File: src/hdl/assert_macros.svh
// Assertion macros shared by the ASCII85 encoder RTL.
// Expects clk_i and rst_ni in the scope of each use.
`ifndef ASSERT_MACROS_SVH
`define ASSERT_MACROS_SVH

// Check a condition at every clock edge outside reset.
`define A85_ASSERT(lbl, cond, msg) \
  lbl: assert property (@(posedge clk_i) disable iff (!rst_ni) (cond)) else $error(msg);

// Check that a precondition implies a consequence in the same cycle.
`define A85_ASSERT_IMPL(lbl, pre, post, msg) \
  lbl: assert property (@(posedge clk_i) disable iff (!rst_ni) (pre) |-> (post)) \
    else $error(msg);

// Check that a precondition implies a consequence in the next cycle.
`define A85_ASSERT_NEXT(lbl, pre, post, msg) \
  lbl: assert property (@(posedge clk_i) disable iff (!rst_ni) (pre) |=> (post)) \
    else $error(msg);

`endif

File: src/hdl/a85_pkg.sv
// Package of the ASCII85 stream encoder: character codes, base-85 constants,
// job and queue types, emitter phases. No dependencies.
`default_nettype none

package a85_pkg;

  localparam int unsigned QueueDepthDefault = 4;

  localparam logic [7:0] CharLt      = 8'h3C;
  localparam logic [7:0] CharTilde   = 8'h7E;
  localparam logic [7:0] CharGt      = 8'h3E;
  localparam logic [7:0] CharZero    = 8'h7A;
  localparam logic [7:0] DigitOffset = 8'h21;

  localparam int unsigned DigitCount = 5;
  localparam logic [2:0]  NumDigits  = 3'(DigitCount);
  localparam logic [31:0] Base       = 32'd85;

  // floor(v / 85) == (v * RecipMagic) >> RecipShift for every 32-bit v
  localparam logic [31:0] RecipMagic = 32'hC0C0C0C1;
  localparam int unsigned RecipShift = 38;
  localparam int unsigned QuoW       = 64 - RecipShift;

  typedef struct packed {
    logic        opener;
    logic        zero_grp;
    logic [2:0]  ndig;
    logic        closer;
    logic [31:0] word;
  } a85_job_t;

  typedef struct packed {
    logic     push;
    a85_job_t job;
  } a85_push_t;

  typedef enum logic [2:0] {
    PhOpenLt,
    PhOpenTl,
    PhZero,
    PhDigit,
    PhCloseTl,
    PhCloseGt
  } a85_phase_e;

endpackage

`default_nettype wire

File: src/hdl/a85_stream_if.sv
// Valid/ready stream interfaces of the ASCII85 encoder: input bytes and
// output characters. No dependencies.
`default_nettype none

interface a85_byte_if;
  logic       valid;
  logic       ready;
  logic [7:0] data_byte;
  logic       last_byte;

  modport source (output valid, output data_byte, output last_byte, input ready);
  modport sink (input valid, input data_byte, input last_byte, output ready);
endinterface

interface a85_char_if;
  logic       valid;
  logic       ready;
  logic [7:0] text_char;
  logic       end_of_run;

  modport source (output valid, output text_char, output end_of_run, input ready);
  modport sink (input valid, input text_char, input end_of_run, output ready);
endinterface

`default_nettype wire

File: src/hdl/a85_fifo.sv
// Job queue between the byte front end and the encoding back end.
// Depends on a85_pkg and assert_macros.svh.
`default_nettype none
`include "assert_macros.svh"

module a85_fifo #(
  parameter int unsigned Depth = a85_pkg::QueueDepthDefault
) (
  input  logic               clk_i,
  input  logic               rst_ni,
  input  a85_pkg::a85_push_t push_i,
  output logic               full_o,
  output logic               valid_o,
  output a85_pkg::a85_job_t  job_o,
  input  logic               pop_i
);
  import a85_pkg::*;

  localparam int unsigned PtrW = (Depth > 1) ? $clog2(Depth) : 1;
  localparam int unsigned CntW = $clog2(Depth + 1);
  localparam logic [PtrW-1:0] LastPtr = PtrW'(Depth - 1);
  localparam logic [CntW-1:0] FullCnt = CntW'(Depth);

  a85_job_t        mem_q [Depth];
  logic [PtrW-1:0] wr_ptr_q, wr_ptr_d;
  logic [PtrW-1:0] rd_ptr_q, rd_ptr_d;
  logic [CntW-1:0] cnt_q, cnt_d;
  logic            do_pop;

  assign full_o  = (cnt_q == FullCnt);
  assign valid_o = (cnt_q != '0);
  assign job_o   = mem_q[rd_ptr_q];
  assign do_pop  = pop_i && valid_o;

  always_comb begin
    wr_ptr_d = wr_ptr_q;
    rd_ptr_d = rd_ptr_q;
    cnt_d    = cnt_q;
    if (push_i.push) begin
      wr_ptr_d = (wr_ptr_q == LastPtr) ? '0 : PtrW'(wr_ptr_q + 1'b1);
    end
    if (do_pop) begin
      rd_ptr_d = (rd_ptr_q == LastPtr) ? '0 : PtrW'(rd_ptr_q + 1'b1);
    end
    case ({push_i.push, do_pop})
      2'b10:   cnt_d = CntW'(cnt_q + 1'b1);
      2'b01:   cnt_d = CntW'(cnt_q - 1'b1);
      default: cnt_d = cnt_q;
    endcase
  end

  always_ff @(posedge clk_i or negedge rst_ni) begin
    if (!rst_ni) begin
      wr_ptr_q <= '0;
      rd_ptr_q <= '0;
      cnt_q    <= '0;
    end else begin
      wr_ptr_q <= wr_ptr_d;
      rd_ptr_q <= rd_ptr_d;
      cnt_q    <= cnt_d;
    end
  end

  always_ff @(posedge clk_i) begin
    if (push_i.push) begin
      mem_q[wr_ptr_q] <= push_i.job;
    end
  end

  `A85_ASSERT(a_fifo_cnt_range, cnt_q <= FullCnt, "queue count above depth")
  `A85_ASSERT_IMPL(a_fifo_no_overflow, push_i.push, !full_o, "push into full queue")

endmodule

`default_nettype wire

File: src/hdl/a85_front.sv
// Front end: accepts bytes, packs groups and turns them into encoding
// jobs. Depends on a85_pkg, a85_stream_if and assert_macros.svh.
`default_nettype none
`include "assert_macros.svh"

module a85_front (
  input  logic               clk_i,
  input  logic               rst_ni,
  a85_byte_if.sink           byte_in_i,
  input  logic               q_full_i,
  output a85_pkg::a85_push_t push_o
);
  import a85_pkg::*;

  logic [31:0] grp_q, grp_d;
  logic [1:0]  cnt_q, cnt_d;
  logic        open_q, open_d;
  logic [31:0] ins_word;
  logic [31:0] word_new;
  logic        accept;
  logic        grp_full;
  logic        last;

  assign byte_in_i.ready = !q_full_i;
  assign accept          = byte_in_i.valid && byte_in_i.ready;
  assign last            = byte_in_i.last_byte;
  assign grp_full        = (cnt_q == 2'd3);
  assign word_new        = grp_q | ins_word;

  always_comb begin
    case (cnt_q)
      2'd0:    ins_word = {byte_in_i.data_byte, 24'b0};
      2'd1:    ins_word = {8'b0, byte_in_i.data_byte, 16'b0};
      2'd2:    ins_word = {16'b0, byte_in_i.data_byte, 8'b0};
      default: ins_word = {24'b0, byte_in_i.data_byte};
    endcase
  end

  always_comb begin
    push_o.job.opener   = !open_q;
    push_o.job.closer   = last;
    push_o.job.word     = word_new;
    push_o.job.zero_grp = grp_full && (word_new == '0);
    if (grp_full) begin
      push_o.job.ndig = (word_new == '0) ? 3'd0 : NumDigits;
    end else if (last) begin
      push_o.job.ndig = {1'b0, cnt_q} + 3'd2;
    end else begin
      push_o.job.ndig = 3'd0;
    end
    push_o.push = accept && (!open_q || grp_full || last);

    grp_d  = grp_q;
    cnt_d  = cnt_q;
    open_d = open_q;
    if (accept) begin
      open_d = !last;
      if (grp_full || last) begin
        grp_d = '0;
        cnt_d = '0;
      end else begin
        grp_d = word_new;
        cnt_d = 2'(cnt_q + 2'd1);
      end
    end
  end

  always_ff @(posedge clk_i or negedge rst_ni) begin
    if (!rst_ni) begin
      grp_q  <= '0;
      cnt_q  <= '0;
      open_q <= 1'b0;
    end else begin
      grp_q  <= grp_d;
      cnt_q  <= cnt_d;
      open_q <= open_d;
    end
  end

  `A85_ASSERT_NEXT(a_front_clear_on_last, accept && last,
                   (cnt_q == 2'd0) && (grp_q == '0) && !open_q, "state not cleared after last")

endmodule

`default_nettype wire

File: src/hdl/a85_back.sv
// Back end: base-85 digit converter and character emitter with output
// register. Depends on a85_pkg, a85_stream_if and assert_macros.svh.
`default_nettype none
`include "assert_macros.svh"

module a85_back (
  input  logic              clk_i,
  input  logic              rst_ni,
  input  logic              q_valid_i,
  input  a85_pkg::a85_job_t q_job_i,
  output logic              q_pop_o,
  a85_char_if.source        char_out_o
);
  import a85_pkg::*;

  // converter
  logic            cv_valid_q;
  a85_job_t        cv_job_q;
  logic [2:0]      cv_cnt_q;
  logic [31:0]     cv_v_q;
  logic [63:0]     cv_p_q;
  logic [6:0]      cv_dig_q [DigitCount];
  logic [QuoW-1:0] quo;
  logic [6:0]      rem;
  logic [31:0]     mul_a;
  logic [63:0]     prod;
  logic            cv_step;
  logic            cv_done;
  logic            handoff;

  // emitter
  logic            em_valid_q;
  a85_job_t        em_job_q;
  logic [6:0]      em_dig_q [DigitCount];
  a85_phase_e      em_ph_q, ph_nxt, ph_start;
  logic [2:0]      em_idx_q, idx_nxt;
  logic [7:0]      em_char;
  logic            em_last;
  logic            em_finish;
  logic            out_load;

  // output register
  logic            out_valid_q;
  logic [7:0]      out_char_q;
  logic            out_end_q;

  assign quo     = cv_p_q[63:RecipShift];
  assign rem     = 7'(cv_v_q - (32'(quo) * Base));
  assign mul_a   = q_pop_o ? q_job_i.word : 32'(quo);
  assign prod    = {32'b0, mul_a} * {32'b0, RecipMagic};
  assign cv_step = cv_valid_q && (cv_cnt_q != NumDigits);
  assign cv_done = cv_valid_q && (cv_cnt_q == NumDigits);

  assign out_load  = em_valid_q && (!out_valid_q || char_out_o.ready);
  assign em_finish = out_load && em_last;
  assign handoff   = cv_done && (!em_valid_q || em_finish);
  assign q_pop_o   = q_valid_i && (!cv_valid_q || handoff);

  always_ff @(posedge clk_i or negedge rst_ni) begin
    if (!rst_ni) begin
      cv_valid_q <= 1'b0;
      cv_cnt_q   <= '0;
    end else if (q_pop_o) begin
      cv_valid_q <= 1'b1;
      cv_cnt_q   <= (q_job_i.ndig == 3'd0) ? NumDigits : 3'd0;
    end else if (handoff) begin
      cv_valid_q <= 1'b0;
    end else if (cv_step) begin
      cv_cnt_q <= 3'(cv_cnt_q + 3'd1);
    end
  end

  always_ff @(posedge clk_i) begin
    if (q_pop_o) begin
      cv_job_q <= q_job_i;
      cv_v_q   <= q_job_i.word;
      cv_p_q   <= prod;
    end else if (cv_step) begin
      cv_v_q   <= 32'(quo);
      cv_p_q   <= prod;
      cv_dig_q[3'(NumDigits - 3'd1 - cv_cnt_q)] <= rem;
    end
  end

  always_comb begin
    if (cv_job_q.opener) begin
      ph_start = PhOpenLt;
    end else if (cv_job_q.zero_grp) begin
      ph_start = PhZero;
    end else if (cv_job_q.ndig != 3'd0) begin
      ph_start = PhDigit;
    end else begin
      ph_start = PhCloseTl;
    end
  end

  always_comb begin
    ph_nxt  = em_ph_q;
    idx_nxt = em_idx_q;
    em_last = 1'b0;
    em_char = CharGt;
    case (em_ph_q)
      PhOpenLt: begin
        em_char = CharLt;
        ph_nxt  = PhOpenTl;
      end
      PhOpenTl: begin
        em_char = CharTilde;
        if (em_job_q.zero_grp) begin
          ph_nxt = PhZero;
        end else if (em_job_q.ndig != 3'd0) begin
          ph_nxt = PhDigit;
        end else if (em_job_q.closer) begin
          ph_nxt = PhCloseTl;
        end else begin
          em_last = 1'b1;
        end
      end
      PhZero: begin
        em_char = CharZero;
        if (em_job_q.closer) begin
          ph_nxt = PhCloseTl;
        end else begin
          em_last = 1'b1;
        end
      end
      PhDigit: begin
        em_char = {1'b0, em_dig_q[em_idx_q]} + DigitOffset;
        if (3'(em_idx_q + 3'd1) != em_job_q.ndig) begin
          idx_nxt = 3'(em_idx_q + 3'd1);
        end else if (em_job_q.closer) begin
          ph_nxt = PhCloseTl;
        end else begin
          em_last = 1'b1;
        end
      end
      PhCloseTl: begin
        em_char = CharTilde;
        ph_nxt  = PhCloseGt;
      end
      PhCloseGt: begin
        em_char = CharGt;
        em_last = 1'b1;
      end
      default: begin
        em_char = CharGt;
        em_last = 1'b1;
      end
    endcase
  end

  always_ff @(posedge clk_i or negedge rst_ni) begin
    if (!rst_ni) begin
      em_valid_q <= 1'b0;
      em_ph_q    <= PhOpenLt;
      em_idx_q   <= '0;
    end else if (handoff) begin
      em_valid_q <= 1'b1;
      em_ph_q    <= ph_start;
      em_idx_q   <= '0;
    end else if (em_finish) begin
      em_valid_q <= 1'b0;
    end else if (out_load) begin
      em_ph_q  <= ph_nxt;
      em_idx_q <= idx_nxt;
    end
  end

  always_ff @(posedge clk_i) begin
    if (handoff) begin
      em_job_q <= cv_job_q;
      em_dig_q <= cv_dig_q;
    end
  end

  always_ff @(posedge clk_i or negedge rst_ni) begin
    if (!rst_ni) begin
      out_valid_q <= 1'b0;
    end else if (out_load) begin
      out_valid_q <= 1'b1;
    end else if (char_out_o.ready) begin
      out_valid_q <= 1'b0;
    end
  end

  always_ff @(posedge clk_i) begin
    if (out_load) begin
      out_char_q <= em_char;
      out_end_q  <= em_last;
    end
  end

  assign char_out_o.valid      = out_valid_q;
  assign char_out_o.text_char  = out_char_q;
  assign char_out_o.end_of_run = out_end_q;

  `A85_ASSERT(a_back_cnt_range, cv_cnt_q <= NumDigits, "converter count out of range")
  `A85_ASSERT_IMPL(a_back_dig_idx, em_valid_q && (em_ph_q == PhDigit),
                   (em_idx_q < em_job_q.ndig) && (em_job_q.ndig <= NumDigits),
                   "digit index beyond digit count")

endmodule

`default_nettype wire

File: src/hdl/ascii85_stream_encoder_top.sv
// ASCII85 stream encoder. Bytes enter on byte_in_i one per cycle while the job
// queue has room; characters leave on char_out_o from a registered output, one
// per cycle while a group is ready to emit and the sink takes them. A full
// nonzero group passes through the base-85 converter (a load, then one digit
// per cycle through a single 32x32 reciprocal multiplier), overlapped with
// emission of the previous group, and the output channel carries five
// characters per four bytes; an all-zero group costs one character. Depends
// on a85_pkg, a85_stream_if, a85_fifo, a85_front and a85_back.
`default_nettype none

module ascii85_stream_encoder_top #(
  parameter int unsigned QueueDepth = a85_pkg::QueueDepthDefault
) (
  input  logic       clk_i,
  input  logic       rst_ni,
  a85_byte_if.sink   byte_in_i,
  a85_char_if.source char_out_o
);
  import a85_pkg::*;

  a85_push_t push;
  a85_job_t  q_job;
  logic      q_full;
  logic      q_valid;
  logic      q_pop;

  a85_front u_front (
    .clk_i     (clk_i),
    .rst_ni    (rst_ni),
    .byte_in_i (byte_in_i),
    .q_full_i  (q_full),
    .push_o    (push)
  );

  a85_fifo #(
    .Depth (QueueDepth)
  ) u_fifo (
    .clk_i   (clk_i),
    .rst_ni  (rst_ni),
    .push_i  (push),
    .full_o  (q_full),
    .valid_o (q_valid),
    .job_o   (q_job),
    .pop_i   (q_pop)
  );

  a85_back u_back (
    .clk_i      (clk_i),
    .rst_ni     (rst_ni),
    .q_valid_i  (q_valid),
    .q_job_i    (q_job),
    .q_pop_o    (q_pop),
    .char_out_o (char_out_o)
  );

endmodule

`default_nettype wire
File: src/flat_wrapper.sv
// flat-port wrapper written by rule: the top's interface ports become plain ports
module ascii85_stream_encoder_top_flat import a85_pkg::*;
#(
  parameter int unsigned QueueDepth = a85_pkg::QueueDepthDefault
)
  (clk_i, rst_ni, byte_in_i_valid, byte_in_i_data_byte, byte_in_i_last_byte, byte_in_i_ready, char_out_o_valid, char_out_o_text_char, char_out_o_end_of_run, char_out_o_ready);
  a85_byte_if byte_in_i_i ();
  a85_char_if char_out_o_i ();
  input  logic clk_i;
  input  logic rst_ni;
  input wire logic [$bits(byte_in_i_i.valid)-1:0] byte_in_i_valid;
  input wire logic [$bits(byte_in_i_i.data_byte)-1:0] byte_in_i_data_byte;
  input wire logic [$bits(byte_in_i_i.last_byte)-1:0] byte_in_i_last_byte;
  output wire logic [$bits(byte_in_i_i.ready)-1:0] byte_in_i_ready;
  output wire logic [$bits(char_out_o_i.valid)-1:0] char_out_o_valid;
  output wire logic [$bits(char_out_o_i.text_char)-1:0] char_out_o_text_char;
  output wire logic [$bits(char_out_o_i.end_of_run)-1:0] char_out_o_end_of_run;
  input wire logic [$bits(char_out_o_i.ready)-1:0] char_out_o_ready;
  assign byte_in_i_i.valid = byte_in_i_valid;
  assign byte_in_i_i.data_byte = byte_in_i_data_byte;
  assign byte_in_i_i.last_byte = byte_in_i_last_byte;
  assign byte_in_i_ready = byte_in_i_i.ready;
  assign char_out_o_valid = char_out_o_i.valid;
  assign char_out_o_text_char = char_out_o_i.text_char;
  assign char_out_o_end_of_run = char_out_o_i.end_of_run;
  assign char_out_o_i.ready = char_out_o_ready;
  ascii85_stream_encoder_top #(.QueueDepth(QueueDepth)) u_core (.clk_i(clk_i), .rst_ni(rst_ni), .byte_in_i(byte_in_i_i), .char_out_o(char_out_o_i));
endmodule
File: config.mk
export PLATFORM = sky130hd
export DESIGN_NAME = ascii85_stream_encoder_top_flat
export DESIGN_NICKNAME = d
export VERILOG_FILES = /design/src/hdl/a85_pkg.sv /design/src/hdl/a85_stream_if.sv /design/src/hdl/a85_fifo.sv /design/src/hdl/a85_front.sv /design/src/hdl/a85_back.sv /design/src/hdl/ascii85_stream_encoder_top.sv /design/src/flat_wrapper.sv
export VERILOG_INCLUDE_DIRS = /design/src /design/src/hdl
export SDC_FILE = /design/constraint.sdc
export NUM_CORES = 1
export LEC_CHECK = 0
export BUFFER_PORTS_ARGS = -buffer_cell sky130_fd_sc_hd__buf_2
export CAP_MARGIN = 10
export CORE_ASPECT_RATIO = 1.5
export CORE_MARGIN = 8
export CORE_UTILIZATION = 40
export CTS_CLUSTER_DIAMETER = 60
export DETAILED_ROUTE_END_ITERATION = 10
export MAX_ROUTING_LAYER = met4
export PLACE_DENSITY = 0.51
export REMOVE_ABC_BUFFERS = 1
export SETUP_SLACK_MARGIN = 0.4
export SYNTH_ARGS = -nofsm -noshare
export SYNTH_HDL_FRONTEND = slang
export SYNTH_SLANG_ARGS = --single-unit
File: constraint.sdc
create_clock -name clk_i -period 9.4 [get_ports clk_i]
set_input_delay 0.94 -clock clk_i [delete_from_list [all_inputs] [get_ports clk_i]]
set_output_delay 0.94 -clock clk_i [all_outputs]
set_load 0.005 [all_outputs]
Yosys cells after proc, flatten, opt, wreduce, memory -nomap -nowiden
Memory sizes are Yosys's and may differ from the RTL's.
Index checks and enable logic that the tools add are counted.
- register bits after elaboration: 215
- memory bits (writable): 152
- word-level logic and storage cells: 171
- memories kept: 1
- bitwise operators: 4
- add/subtract/negate cells: 11
- order comparisons: 3
- reduce and logical (&&, ||, !) cells: 45
- multipliers: 2
- equality and inequality tests: 18
- multiplexer cells: 54
- memories (memory ; depth ; bits a word ; rd ports ; clocked after memory_dff ; wr ports ; line ; RTL):
    u_core.u_fifo.mem_q ; 4 ; 38 ; 1 ; 0 ; 1 ; a85_fifo.sv:24 ; a85_job_t mem_q [Depth];
- operator list (kind ; count):
    64-bit 2-to-1 mux ; 2
    32-bit one-hot mux with 3 select lines ; 1
    3-bit 2-to-1 mux ; 22
    32-bit by 32-bit multiplier with 64-bit output (second input constant) ; 1
    32-bit 2-to-1 mux ; 2
    35-bit bitwise mux ; 1
    7-bit 2-to-1 mux ; 5
    32-bit zero test ; 1
    32-bit OR ; 1
    8-bit one-hot mux with 4 select lines ; 1
    26-bit by 7-bit multiplier with 7-bit output (second input constant) ; 1
    7-bit binary-select mux with 3-bit select ; 1
    7-bit demux with 3-bit select ; 1
    2-bit nonzero test ; 8
    3-bit one-hot mux with 5 select lines ; 1
    1-bit 2-to-1 mux ; 12
    1-bit logical AND ; 11
    2-bit equality test (second input constant) ; 5
    3-bit by 1-bit adder with 3-bit output (second input constant) ; 3
    3-bit equality test (second input constant) ; 3
    3-bit nonzero test ; 3
    7-bit by 6-bit adder with 8-bit output (second input constant) ; 1
    4-bit >= comparator (second input constant) ; 2
    3-bit inverter with 4-bit output ; 2
    24 further kinds ; 46

Longest topological paths before layout
Gate-level depths: netlist of the first run.
- depth in word-level cells: 13
- mapped depth: 34
- gate-level depth less buffers: 32

By module
From an unflattened synthesis of the first run, not the netlist that was laid out.
- cell total of the unflattened synthesis: 1964
- area total of the unflattened synthesis: 23978.0 µm²
- by module, submodules not included (module ; area an instance (µm²) ; times used ; cells each):
    a85_back ; 16178.0 ; 1 ; 1498
    a85_fifo ; 5965.7 ; 1 ; 239
    a85_front ; 1834.3 ; 1 ; 227

Least setup slack after synthesis of the first run
No wires, ideal clock.
- kind: register to register
- from: reg u_core.u_back.em_idx_q[0]
- to: reg u_core.u_back.cv_p_q[53] (data pin)
- cell stages (with the launch flop): 33
- path buffers: 1
- slack: 1.032 ns
- clock period less this slack: 8.368 ns
- library setup time: 0.159 ns
- data arrival time: 8.209 ns
- required time: 9.241 ns
- cells stage by stage: dfrtp_1 -> ha_1 -> xor3_1 -> nand4b_4 -> o2111ai_2 -> nand3_1 -> inv_2 -> buf_1 -> mux2i_1 -> inv_1 -> ha_1 -> ha_1 -> ha_1 -> inv_1 -> fa_1 -> inv_1 -> fa_1 -> inv_1 -> fa_1 -> inv_1 -> fa_1 -> ha_1 -> ha_1 -> nand2_1 -> nor3_1 -> and4_2 -> and2_2 -> nor3b_1 -> a211oi_4 -> o41ai_2 -> a211o_2 -> mux2_4 -> o2111ai_2
- longest elaborated chain between the ends: 13
- ends and longest elaborated chain (what ; line ; RTL):
    start: declaration ; a85_back.sv:36 ; logic [2:0] em_idx_q, idx_nxt;
    start signal: assignment ; a85_back.sv:165 ; em_idx_q <= idx_nxt;
    3-bit by 1-bit adder with 3-bit output (*) ; a85_back.sv:129 ; if (3'(em_idx_q + 3'd1) != em_job_q.ndig) begin
    3-bit != test (*) ; a85_back.sv:129 ;
    1-bit 2-to-1 mux (*) ; a85_back.sv:129 ;
    1-bit one-hot mux with 4 select lines (*) ; a85_back.sv:102 ; case (em_ph_q)
    1-bit logical AND (*) ; a85_back.sv:55 ; assign em_finish = out_load && em_last;
    1-bit logical OR (*) ; a85_back.sv:56 ; assign handoff = cv_done && (!em_valid_q || em_finish);
    1-bit logical AND (*) ; a85_back.sv:56 ;
    1-bit logical OR (*) ; a85_back.sv:57 ; assign q_pop_o = q_valid_i && (!cv_valid_q || handoff);
    1-bit logical AND (*) ; a85_back.sv:57 ;
    32-bit 2-to-1 mux (*) ; a85_back.sv:49 ; assign mul_a = q_pop_o ? q_job_i.word : 32'(quo);
    32-bit by 32-bit multiplier with 64-bit output (*) ; a85_back.sv:50 ; assign prod = {32'b0, mul_a} * {32'b0, RecipMagic};
    named net u_core.u_back.prod[53] ; a85_back.sv:26 ; logic [63:0] prod;
    64-bit 2-to-1 mux ; a85_back.sv:78 ; end else if (cv_step) begin
    64-bit 2-to-1 mux (*) ; a85_back.sv:74 ; if (q_pop_o) begin
    end signal: assignment ; a85_back.sv:77 ; cv_p_q <= prod;
    end signal: assignment ; a85_back.sv:80 ; cv_p_q <= prod;
    end: declaration ; a85_back.sv:21 ; logic [63:0] cv_p_q;
Mark *: on every way through the listed nets, which the timed path passes. The rest lies on a longest branch. The select of a mux whose other input is x is not followed.
A chain may end at the register's enable or synchronous reset.

Worst setup path in the final report of the first run
- from: reg u_core.u_back.em_idx_q[0]
- to: reg u_core.u_back.cv_p_q[63] (data pin)
The elaborated chain is that of the path after synthesis.

==> qor.csv, run 1 <==
metric;value;unit
status;finished, final reports clean;
Cells after Synth;2034;
Filler cells;5534;
share of cells above drive strength 1;11.0;%
EDFF count, synth;275;
Clock Pin Slew Worst Setup and Hold Paths;60;ps
initial antenna violation count;0;
final hold vios;0;
vias per inst;5.08;
critical path's slowest cell;fa_1;
Die Span Y;317;um
CTS H-tree depth;2;
Reg area;9610;um2
Root Driver;clkbuf_16;
row cnt;110;
reg-to-reg critical path startpoint;u_core.u_back.em_idx_q[0]$_DFFE_PN0P_;
Starting Density;40.3;%
r2r endpoint;u_core.u_back.cv_p_q[63]$_DFFE_PP_;
CP Depth;30;
Max-Cap Viols;0;
area delta synth->final;10.7;%
total negative slack;0;ps
RSZ-0062 raised after global routing;yes;
asr flop ratio synth;16.4;%
CP top delay family;adder cells;
cell mode on critical path;ha_1;
CTS tree;built;
CTS Hold Bufs;0;
crit path from;u_core.u_back.em_idx_q[0]$_DFFE_PN0P_;
most common cell after layout, fill and taps aside;inv_1;
Synth Register Bits;329;
number of distinct library cells after synthesis;82;
clock buffer depth;3;
most frequent cells in the layout;inv_1, ha_1, edfxtp_1;
detailed-route via count;14700;
DRT Wirelength;61.8;mm
number of port buffers;23;
vias in the first global route;16200;
GRT overflow;0;
Critical Path Fanout Max;15;
Mapped Area;24100;um2
Clock Latency Late Sink;550;ps
first-pass GRT wire length;95.1;mm
Num CTS Buffers;34;
multi-input logic area;13000;um2
Primary FF master, synth;edfxtp_1;
Critical Path RT;9680;ps
reg2reg setup slack;760;ps
Detail Route Antenna Nets;0;
total track usage;18.9;%
CP Buf/Inv Count;5;
fin crit period;8640;ps
final slew viol count;0;
Final Cycle Share;92.0;%
Max Clk Rate;116;MHz
die width;216;um
fin nets;2621;
Worst setup endpoint;u_core.u_back.cv_p_q[63]$_DFFE_PP_;
startpoint types;flop;
register area share after synthesis;39.9;%
wire per inst;21.3;um
Avg Inst Size Synth;11.9;um2
Arr. time, crit path;8920;ps
total I/O pin count;24;
Min-Delay Path Class;flop to flop;
Die ar.;68600;um2
CORE AREA;59900;um2
Yosys warning count;0;
Worst Max-Slew Pin Slew;1140;ps
DRT Pass-1 Iters;5;
WS Path Type;flop to flop;
endpoint class of the critical path;flop;
post-DP HPWL;50.2;mm
count of final setup violators;0;
DRC;0;
gp weighted congestion;0.952;
r2r worst-path depth;30;
Critical Path Max Stage Delay;550;ps
1st-iter DRT viols;850;
Slew HR;24.3;%
skew final;19.2;ps
largest net degree at the start of global routing;55;
Sink Count;329;
-- worst reg2reg max path: cells and delay by family (launching register included) --
family          cells  cell delay, ps
flops               1             380
simple gates        5            1330
compound gates      7            1110
xor+xnor            2             510
mux                 1             330
buf+inv             5             700
fa+ha+maj          10            4010
-- how the worst min path moves through the flow --
stage	from	end	slack, ps	depth (start not counted)
6_report	u_core.u_back.cv_dig_q[12]$_DFFE_PP_	u_core.u_back.em_dig_q[12]$_DFFE_PP_	420	0
4_1_cts	u_core.u_back.cv_dig_q[12]$_DFFE_PP_	u_core.u_back.em_dig_q[12]$_DFFE_PP_	420	0
3_3_place_gp	u_core.u_back.cv_dig_q[1]$_DFFE_PP_	u_core.u_back.em_dig_q[1]$_DFFE_PP_	400	0
2_1_floorplan	u_core.u_back.cv_dig_q[0]$_DFFE_PP_	u_core.u_back.em_dig_q[0]$_DFFE_PP_	400	0
5_1_grt	u_core.u_back.cv_dig_q[29]$_DFFE_PP_	u_core.u_back.em_dig_q[29]$_DFFE_PP_	430	0
3_5_place_dp	u_core.u_back.cv_dig_q[16]$_DFFE_PP_	u_core.u_back.em_dig_q[16]$_DFFE_PP_	410	0
-- registers in the layout, indices dropped and copies added (netlist names) --
register / cells
u_core.u_front.open_q: 1
u_core.u_back.cv_v_q: 7
u_core.u_fifo.cnt_q: 3
u_core.u_front.cnt_q: 2
u_core.u_back.char_out_o.valid: 1
u_core.u_back.char_out_o.end_of_run: 1
u_core.u_back.em_ph_q: 3
u_core.u_back.char_out_o.text_char: 8
u_core.u_back.em_valid_q: 1
u_core.u_back.cv_dig_q: 35
u_core.u_back.em_dig_q: 35
u_core.u_back.cv_job_q: 6
u_core.u_fifo.wr_ptr_q: 2
u_core.u_fifo.mem_q: 152
u_core.u_back.cv_valid_q: 1
u_core.u_back.em_idx_q: 3
u_core.u_back.em_job_q: 5
u_core.u_fifo.rd_ptr_q: 2
u_core.u_back.cv_cnt_q: 3
u_core.u_back.cv_p_q: 26
u_core.u_front.grp_q: 32
-- routing by layer --
metal  vias to the layer above  GRT usage, %  part of all wire [%]
li1                       7079             -                     -
met1                      7372          19.8                    38
met2                       190          35.7                    55
met5                         -             -                     0
met3                       104          2.17                   2.3
met4                         0          7.70                   4.5
-- per-stage QoR --
stage                     utilization, %  setup slack [ps]  hold slack, ps  area (um2)  std cells
after floorplan                        -               476             400       23900       1996
after global placement              42.3               170             401       25300       2839
after detailed placement            42.3               142             405       25300       2839
after CTS                           44.1               391             420       26400       2900
after global routing                44.6               356             426       26700       2904
final                               44.6               755             419       26700       2905
-- area by class of cell --
class | instances | share of cell area, %
clock buffers | 45 | 3.53
inverters | 409 | 5.85
repair inverters | 1 | 0.0328
flip-flops and latches | 329 | 36.0
multi-input cells | 1258 | 48.7
repair buffers | 62 | 1.64
diodes | 1 | 0.00938
clock inverters | 16 | 0.511
well taps | 784 | 3.68
-- Yosys cell counts (2+ instances only) --
library cell	n	area share, %
a21oi_1	133	2.8
mux4_2	39	3.6
inv_1	408	6.4
clkbuf_1	21	0.33
and4_1	4	0.15
fa_1	172	14
buf_1	5	0.078
a221oi_1	2	0.073
nor2b_1	15	0.39
buf_4	3	0.093
nand3b_1	5	0.16
or2b_2	2	0.073
o21ai_0	44	0.91
o21a_1	8	0.25
nor2_1	40	0.62
nor4_1	4	0.10
nand4_1	23	0.60
and2_1	12	0.31
and3_1	3	0.078
clkbuf_8	4	0.23
o2111ai_2	2	0.12
nand2b_1	7	0.18
xnor2_1	37	1.3
o22ai_1	2	0.052
o21bai_1	13	0.40
a21oi_2	2	0.073
dfrtp_1	54	5.6
ha_1	341	18
a21boi_0	3	0.093
xor2_1	20	0.73
nand3_1	23	0.48
nor3_1	21	0.44
mux2i_1	22	0.91
a31oi_1	8	0.21
nand2_1	168	2.6
o211ai_1	6	0.19
a21o_1	25	0.78
edfxtp_1	275	34
o211a_1	2	0.083
or2_2	3	0.078
buf_6	3	0.14
or4_1	3	0.093
a211oi_1	8	0.25
-- kinds of logic (layout without fill, tap and decap cells) --
kind of cell | Yosys count | count (layout) | share of synthesized area, %
and+or+nand+nor | 346 | 346 | 6.95
muxes | 62 | 62 | 4.62
buffers and inverters | 447 | 533 | 7.30
xor gates and xnor gates | 58 | 58 | 2.17
adders and majority gates | 513 | 513 | 32.0
DFF | 329 | 329 | 39.9
other | 0 | 1 | 0
AOI/OAI and AO/OA | 279 | 279 | 7.14
-- repair_timing --
action / 4_1_cts / 5_1_grt
pin swaps: 0 / 5
setup buffers: 0 / 3
setup endpoints to repair: 13 / 20
resized for setup: 6 / 57
cloned: 0 / 1
Power of run 1 is not shown: default switching activity piles up to over one toggle a cycle in this logic, so the estimate is an artifact.
==> run 2: changes to the inputs <==
--- a/config.mk
+++ b/config.mk
@@ -8,13 +8,15 @@
 export LEC_CHECK = 0
 export BUFFER_PORTS_ARGS = -buffer_cell sky130_fd_sc_hd__buf_2
 export CAP_MARGIN = 10
+export CELL_PAD_IN_SITES_DETAIL_PLACEMENT = 1
+export CELL_PAD_IN_SITES_GLOBAL_PLACEMENT = 2
 export CORE_ASPECT_RATIO = 1.5
 export CORE_MARGIN = 8
 export CORE_UTILIZATION = 40
 export CTS_CLUSTER_DIAMETER = 60
 export DETAILED_ROUTE_END_ITERATION = 10
 export MAX_ROUTING_LAYER = met4
-export PLACE_DENSITY = 0.51
+export PLACE_DENSITY = 0.69
 export REMOVE_ABC_BUFFERS = 1
 export SETUP_SLACK_MARGIN = 0.4
 export SYNTH_ARGS = -nofsm -noshare
==> run 2 against run 1 <==
Net effect:
- design area grew 0.45%
- highest routed layer unchanged
- clock skew shrank 5.7 ps
- largest cell class unchanged
- worst setup slack better by 20 ps
- critical path type unchanged
- register-to-register slack better by 20 ps
==> qor.csv, run 2 (synthesis results as in run 1) <==
metric;value;unit;change
detailed-route via count;14900;;was 14,700
startpoint types;flop;;unchanged
Die Span Y;317;um;unchanged
endpoint class of the critical path;flop;;unchanged
fin nets;2634;;was 2,621
Max-Cap Viols;0;;unchanged
number of port buffers;23;;unchanged
Min-Delay Path Class;flop to flop;;unchanged
area delta synth->final;11.2;%;was 10.7%
Critical Path RT;9660;ps;was 9680 ps
largest registers;u_core.u_fifo.mem_q (152), u_core.u_back.cv_dig_q (35), u_core.u_back.em_dig_q (35);;unchanged
fin crit period;8620;ps;was 8640 ps
Critical Path Max Stage Delay;550;ps;about the same
Sink Count;329;;unchanged
first-pass GRT wire length;100;mm;was 95.1 mm
CTS Hold Bufs;0;;unchanged
Arr. time, crit path;8880;ps;was 8920 ps
total negative slack;0;ps;unchanged
die width;216;um;unchanged
Ant. Diodes;0;;was 1
vias per inst;5.10;;was 5.08
Final Cycle Share;91.8;%;was 92.0%
Slew HR;23.5;%;was 24.3%
DRC;0;;unchanged
GRT overflow;0;;unchanged
Filler cells;6391;;was 5,534
wire per inst;22.0;um;was 21.3 um
share of cells above drive strength 1;10.9;%;was 11.0%
critical path's slowest cell;fa_1;;unchanged
largest net degree at the start of global routing;55;;unchanged
Critical Path Fanout Max;13;;was 15
CORE AREA;59900;um2;unchanged
CTS tree;built;;unchanged
total track usage;19.8;%;was 18.9%
DRT Pass-1 Iters;5;;unchanged
RSZ-0062 raised after global routing;no;;was yes
cell mode on critical path;ha_1;;unchanged
most frequent cells in the layout;inv_1, ha_1, edfxtp_1;;unchanged
Num CTS Buffers;38;;was 34
CTS H-tree depth;2;;unchanged
max FFs per register;152;;unchanged
gp weighted congestion;0.939;;was 0.952
1st-iter DRT viols;495;;was 850
Final Util;44.8;%;was 44.6%
count of final setup violators;0;;unchanged
Worst Max-Slew Pin Slew;1140;ps;about the same
Clock Latency Late Sink;530;ps;was 550 ps
Starting Density;40.3;%;unchanged
vias in the first global route;17000;;was 16,200
initial antenna violation count;0;;unchanged
final slew viol count;0;;unchanged
Max Clk Rate;116;MHz;about the same
Clock Pin Slew Worst Setup and Hold Paths;60;ps;about the same
Detail Route Antenna Nets;0;;unchanged
Die ar.;68600;um2;unchanged
final hold vios;0;;unchanged
clock buffer depth;3;;unchanged
Biggest register;u_core.u_fifo.mem_q;;unchanged
Root Driver;clkbuf_16;;unchanged
DRT Wirelength;64.2;mm;was 61.8 mm
most common cell after layout, fill and taps aside;inv_1;;unchanged
post-DP HPWL;53.5;mm;was 50.2 mm
WS Path Type;flop to flop;;unchanged
total I/O pin count;24;;unchanged
skew final;13.4;ps;was 19.2 ps
status;finished, final reports clean;;unchanged
row cnt;110;;unchanged
run 2: changes by cell type in the layout (fill, tap and decap cells not counted), sizes merged:
cell and change:
buf +9, bufinv +4, clkbuf -3, clkinv +5
diode -1, inv +3
run 2: metrics by stage:
step | area [um2] | hold WS [ps] | worst slack [ps] | instances
floorplan | 23900 | 400 | 476 | 1996
global placement | 25300 | 403 | 267 | 2846
detailed placement | 25300 | 406 | 191 | 2846
CTS | 26600 | 415 | 417 | 2916
global route | 26800 | 419 | 361 | 2922
finish | 26800 | 418 | 775 | 2922
run 2: metal layers:
metal	vias to the layer above	part of all wire [%]	GRT usage, %
met1	7535	39	21.8
met2	173	55	36.9
met5	-	0	-
met4	0	3.7	6.45
met3	86	2.6	2.50
li1	7111	-	-
run 2: final timing paths:
path / from / to / slack (ps) / cells past startpoint
max in group asynchronous: rst_ni / u_core.u_fifo.rd_ptr_q[1]$_DFFE_PN0P_ / 8280 / 2
setup reg to reg: u_core.u_back.em_idx_q[0]$_DFFE_PN0P_ / u_core.u_back.cv_p_q[63]$_DFFE_PP_ / 780 / 31
setup / recovery: u_core.u_back.em_idx_q[0]$_DFFE_PN0P_ / u_core.u_back.cv_p_q[63]$_DFFE_PP_ / 780 / 31
hold / removal: u_core.u_back.cv_dig_q[1]$_DFFE_PP_ / u_core.u_back.em_dig_q[1]$_DFFE_PP_ / 420 / 0
min in group asynchronous: rst_ni / u_core.u_front.grp_q[23]$_DFFE_PN0P_ / 570 / 2
hold reg to reg: u_core.u_back.cv_dig_q[1]$_DFFE_PP_ / u_core.u_back.em_dig_q[1]$_DFFE_PP_ / 420 / 0
run 2: final cells by class:
type | count | area [um2] | share of cell area [%]
clock inverter | 28 | 262 | 0.975
multi-input combinational | 1258 | 12900 | 48.0
sequential | 329 | 9610 | 35.9
tap | 784 | 981 | 3.66
timing repair inverter | 1 | 8.76 | 0.0327
timing repair buffer | 71 | 487 | 1.82
clock buffer | 42 | 1030 | 3.84
inverter | 409 | 1560 | 5.82
run 2: critical path, delay by kind of cell (launching register included):
kind | cells | cell delay, ps
AO/OA/AOI/OAI | 8 | 1580
AND/OR/NAND/NOR | 6 | 1140
adder cells (fa/ha/maj) | 10 | 3970
flip-flops | 1 | 380
buffers and inverters | 5 | 750
XOR/XNOR | 2 | 480
run 2: repair_timing:
item,4_1_cts,5_1_grt
pin swaps,0,5
buffers inserted,0,3
gates resized for setup,3,35
cloned,0,1
setup endpoints to repair,9,16
Power of run 2 is left out for the same reason.
==> run 3: changes to the inputs <==
--- a/config.mk
+++ b/config.mk
@@ -15,7 +15,6 @@
 export CORE_UTILIZATION = 40
 export CTS_CLUSTER_DIAMETER = 60
 export DETAILED_ROUTE_END_ITERATION = 10
-export MAX_ROUTING_LAYER = met4
 export PLACE_DENSITY = 0.69
 export REMOVE_ABC_BUFFERS = 1
 export SETUP_SLACK_MARGIN = 0.4
==> run 3 against run 2 <==
Net effect:
- hold slack better by 0.96 ps
- core utilization hardly changed
- global-route usage shrank 0.83 points
- final cell count did not move
- largest cell class unchanged
- critical endpoint is now u_core.u_back.cv_p_q[53]$_DFFE_PP_
==> qor.csv, run 3 (synthesis results as in run 1) <==
metric;value;unit;change
Final Cycle Share;91.9;%;was 91.8%
CP top delay family;adder cells;;unchanged
clock buffer depth;3;;unchanged
area delta synth->final;11.2;%;about the same
CTS H-tree depth;2;;unchanged
Die Span Y;317;um;unchanged
Detail Route Antenna Nets;0;;unchanged
r2r endpoint;u_core.u_back.cv_p_q[53]$_DFFE_PP_;;was u_core.u_back.cv_p_q[63]$_DFFE_PP_
CP Buf/Inv Count;6;;was 5
CORE AREA;59900;um2;unchanged
cell mode on critical path;fa_1;;was ha_1
Max-Cap Viols;0;;unchanged
endpoint class of the critical path;flop;;unchanged
CTS tree;built;;unchanged
Num CTS Buffers;37;;was 38
Clock Latency Late Sink;520;ps;was 530 ps
total negative slack;0;ps;unchanged
RSZ-0062 raised after global routing;no;;unchanged
reg-to-reg critical path startpoint;u_core.u_back.em_idx_q[0]$_DFFE_PN0P_;;unchanged
Slew HR;22.7;%;was 23.5%
most common cell after layout, fill and taps aside;inv_1;;unchanged
Clock Pin Slew Worst Setup and Hold Paths;60;ps;about the same
crit path from;u_core.u_back.em_idx_q[0]$_DFFE_PN0P_;;unchanged
Critical Path Fanout Max;6;;was 13
max FFs per register;152;;unchanged
reg2reg setup slack;760;ps;was 780 ps
Root Driver;clkbuf_16;;unchanged
total track usage;19.0;%;was 19.8%
final slew viol count;0;;unchanged
final hold vios;0;;unchanged
gp weighted congestion;0.916;;was 0.939
fin nets;2636;;was 2,634
Final Util;44.8;%;about the same
skew final;21.5;ps;was 13.4 ps
die width;216;um;unchanged
status;finished, final reports clean;;unchanged
Sink Count;329;;unchanged
WS Path Type;flop to flop;;unchanged
DRT Pass-1 Iters;5;;unchanged
Die ar.;68600;um2;unchanged
Critical Path RT;9630;ps;was 9660 ps
detailed-route via count;15000;;was 14,900
Biggest register;u_core.u_fifo.mem_q;;unchanged
Filler cells;6418;;was 6,391
r2r worst-path depth;30;;was 31
Arr. time, crit path;8870;ps;was 8880 ps
DRC;0;;unchanged
GRT overflow;0;;unchanged
vias per inst;5.12;;was 5.10
number of port buffers;23;;unchanged
Max Clk Rate;116;MHz;about the same
CTS Hold Bufs;0;;unchanged
Critical Path Max Stage Delay;600;ps;was 550 ps
initial antenna violation count;0;;unchanged
vias in the first global route;16900;;was 17,000
startpoint types;flop;;unchanged
wire per inst;22.1;um;was 22.0 um
count of final setup violators;0;;unchanged
Worst setup endpoint;u_core.u_back.cv_p_q[53]$_DFFE_PP_;;was u_core.u_back.cv_p_q[63]$_DFFE_PP_
Worst Max-Slew Pin Slew;1150;ps;was 1140 ps
share of cells above drive strength 1;11.1;%;was 10.9%
fin crit period;8640;ps;was 8620 ps
most frequent cells in the layout;inv_1, ha_1, edfxtp_1;;unchanged
post-DP HPWL;53.1;mm;was 53.5 mm
CP Depth;30;;was 31
largest registers;u_core.u_fifo.mem_q (152), u_core.u_back.cv_dig_q (35), u_core.u_back.em_dig_q (35);;unchanged
Min-Delay Path Class;flop to flop;;unchanged
DRT Wirelength;64.5;mm;was 64.2 mm
first-pass GRT wire length;99.7;mm;was 100 mm
largest net degree at the start of global routing;55;;unchanged
Ant. Diodes;0;;unchanged
1st-iter DRT viols;561;;was 495
total I/O pin count;24;;unchanged
Starting Density;40.3;%;unchanged
row cnt;110;;unchanged
critical path's slowest cell;fa_1;;unchanged
[run 3: cell count changes in the layout (fill, tap and decap cells not counted), sizes merged]
| cell | previous run | this run |
|---|---|---|
| buf | 71 | 72 |
| bufinv | 5 | 0 |
| clkbuf | 42 | 53 |
| clkinv | 17 | 9 |
| inv | 413 | 414 |
[run 3: worst min path at each step]
| stage | endpoint | from | cells after the start | slack, ps |
|---|---|---|---|---|
| after floorplan | u_core.u_back.em_dig_q[0]$_DFFE_PP_ | u_core.u_back.cv_dig_q[0]$_DFFE_PP_ | 0 | 400 |
| after global placement | u_core.u_back.em_dig_q[30]$_DFFE_PP_ | u_core.u_back.cv_dig_q[30]$_DFFE_PP_ | 0 | 400 |
| after detailed placement | u_core.u_back.em_job_q[32]$_DFFE_PP_ | u_core.u_back.cv_job_q[32]$_DFFE_PN_ | 0 | 410 |
| after CTS | u_core.u_back.em_dig_q[27]$_DFFE_PP_ | u_core.u_back.cv_dig_q[27]$_DFFE_PP_ | 0 | 420 |
| after global routing | u_core.u_back.em_dig_q[27]$_DFFE_PP_ | u_core.u_back.cv_dig_q[27]$_DFFE_PP_ | 0 | 420 |
| final | u_core.u_back.em_dig_q[16]$_DFFE_PP_ | u_core.u_back.cv_dig_q[16]$_DFFE_PP_ | 0 | 420 |
[run 3: area by class of cell]
cell class,count,area [um2],share of cell area [%]
well taps,784,981,3.66
clock inverters,16,100,0.373
repair buffers,74,566,2.11
repair inverters,1,8.76,0.0327
clock buffers,51,978,3.65
inverters,409,1550,5.78
flip-flops and latches,329,9610,35.8
multi-input cells,1258,13000,48.6
[run 3: through the flow]
| step | cells | hold slack (ps) | setup slack [ps] | cell area, um2 |
|---|---|---|---|---|
| final | 2922 | 418 | 761 | 26800 |
| after global routing | 2922 | 421 | 360 | 26800 |
| after CTS | 2912 | 420 | 408 | 26500 |
| after detailed placement | 2845 | 406 | 78.9 | 25300 |
| after floorplan | 1996 | 400 | 476 | 23900 |
| after global placement | 2843 | 404 | 199 | 25300 |
[run 3: metal layers]
layer	global-route usage, %	vias up	part of all wire, %
met3	1.71	97	2.0
li1	-	7107	-
met5	0	-	0
met1	21.7	7607	40
met2	36.4	164	54
met4	6.84	0	4.2
[run 3: timing repair]
item	4_1_cts	5_1_grt
resized for setup	10	51
setup buffers	0	8
endpoints found under the setup margin	15	16
gates cloned	0	2
hold endpoints to repair	0	0
pin swaps	0	7
Power of run 3 is left out for the same reason.
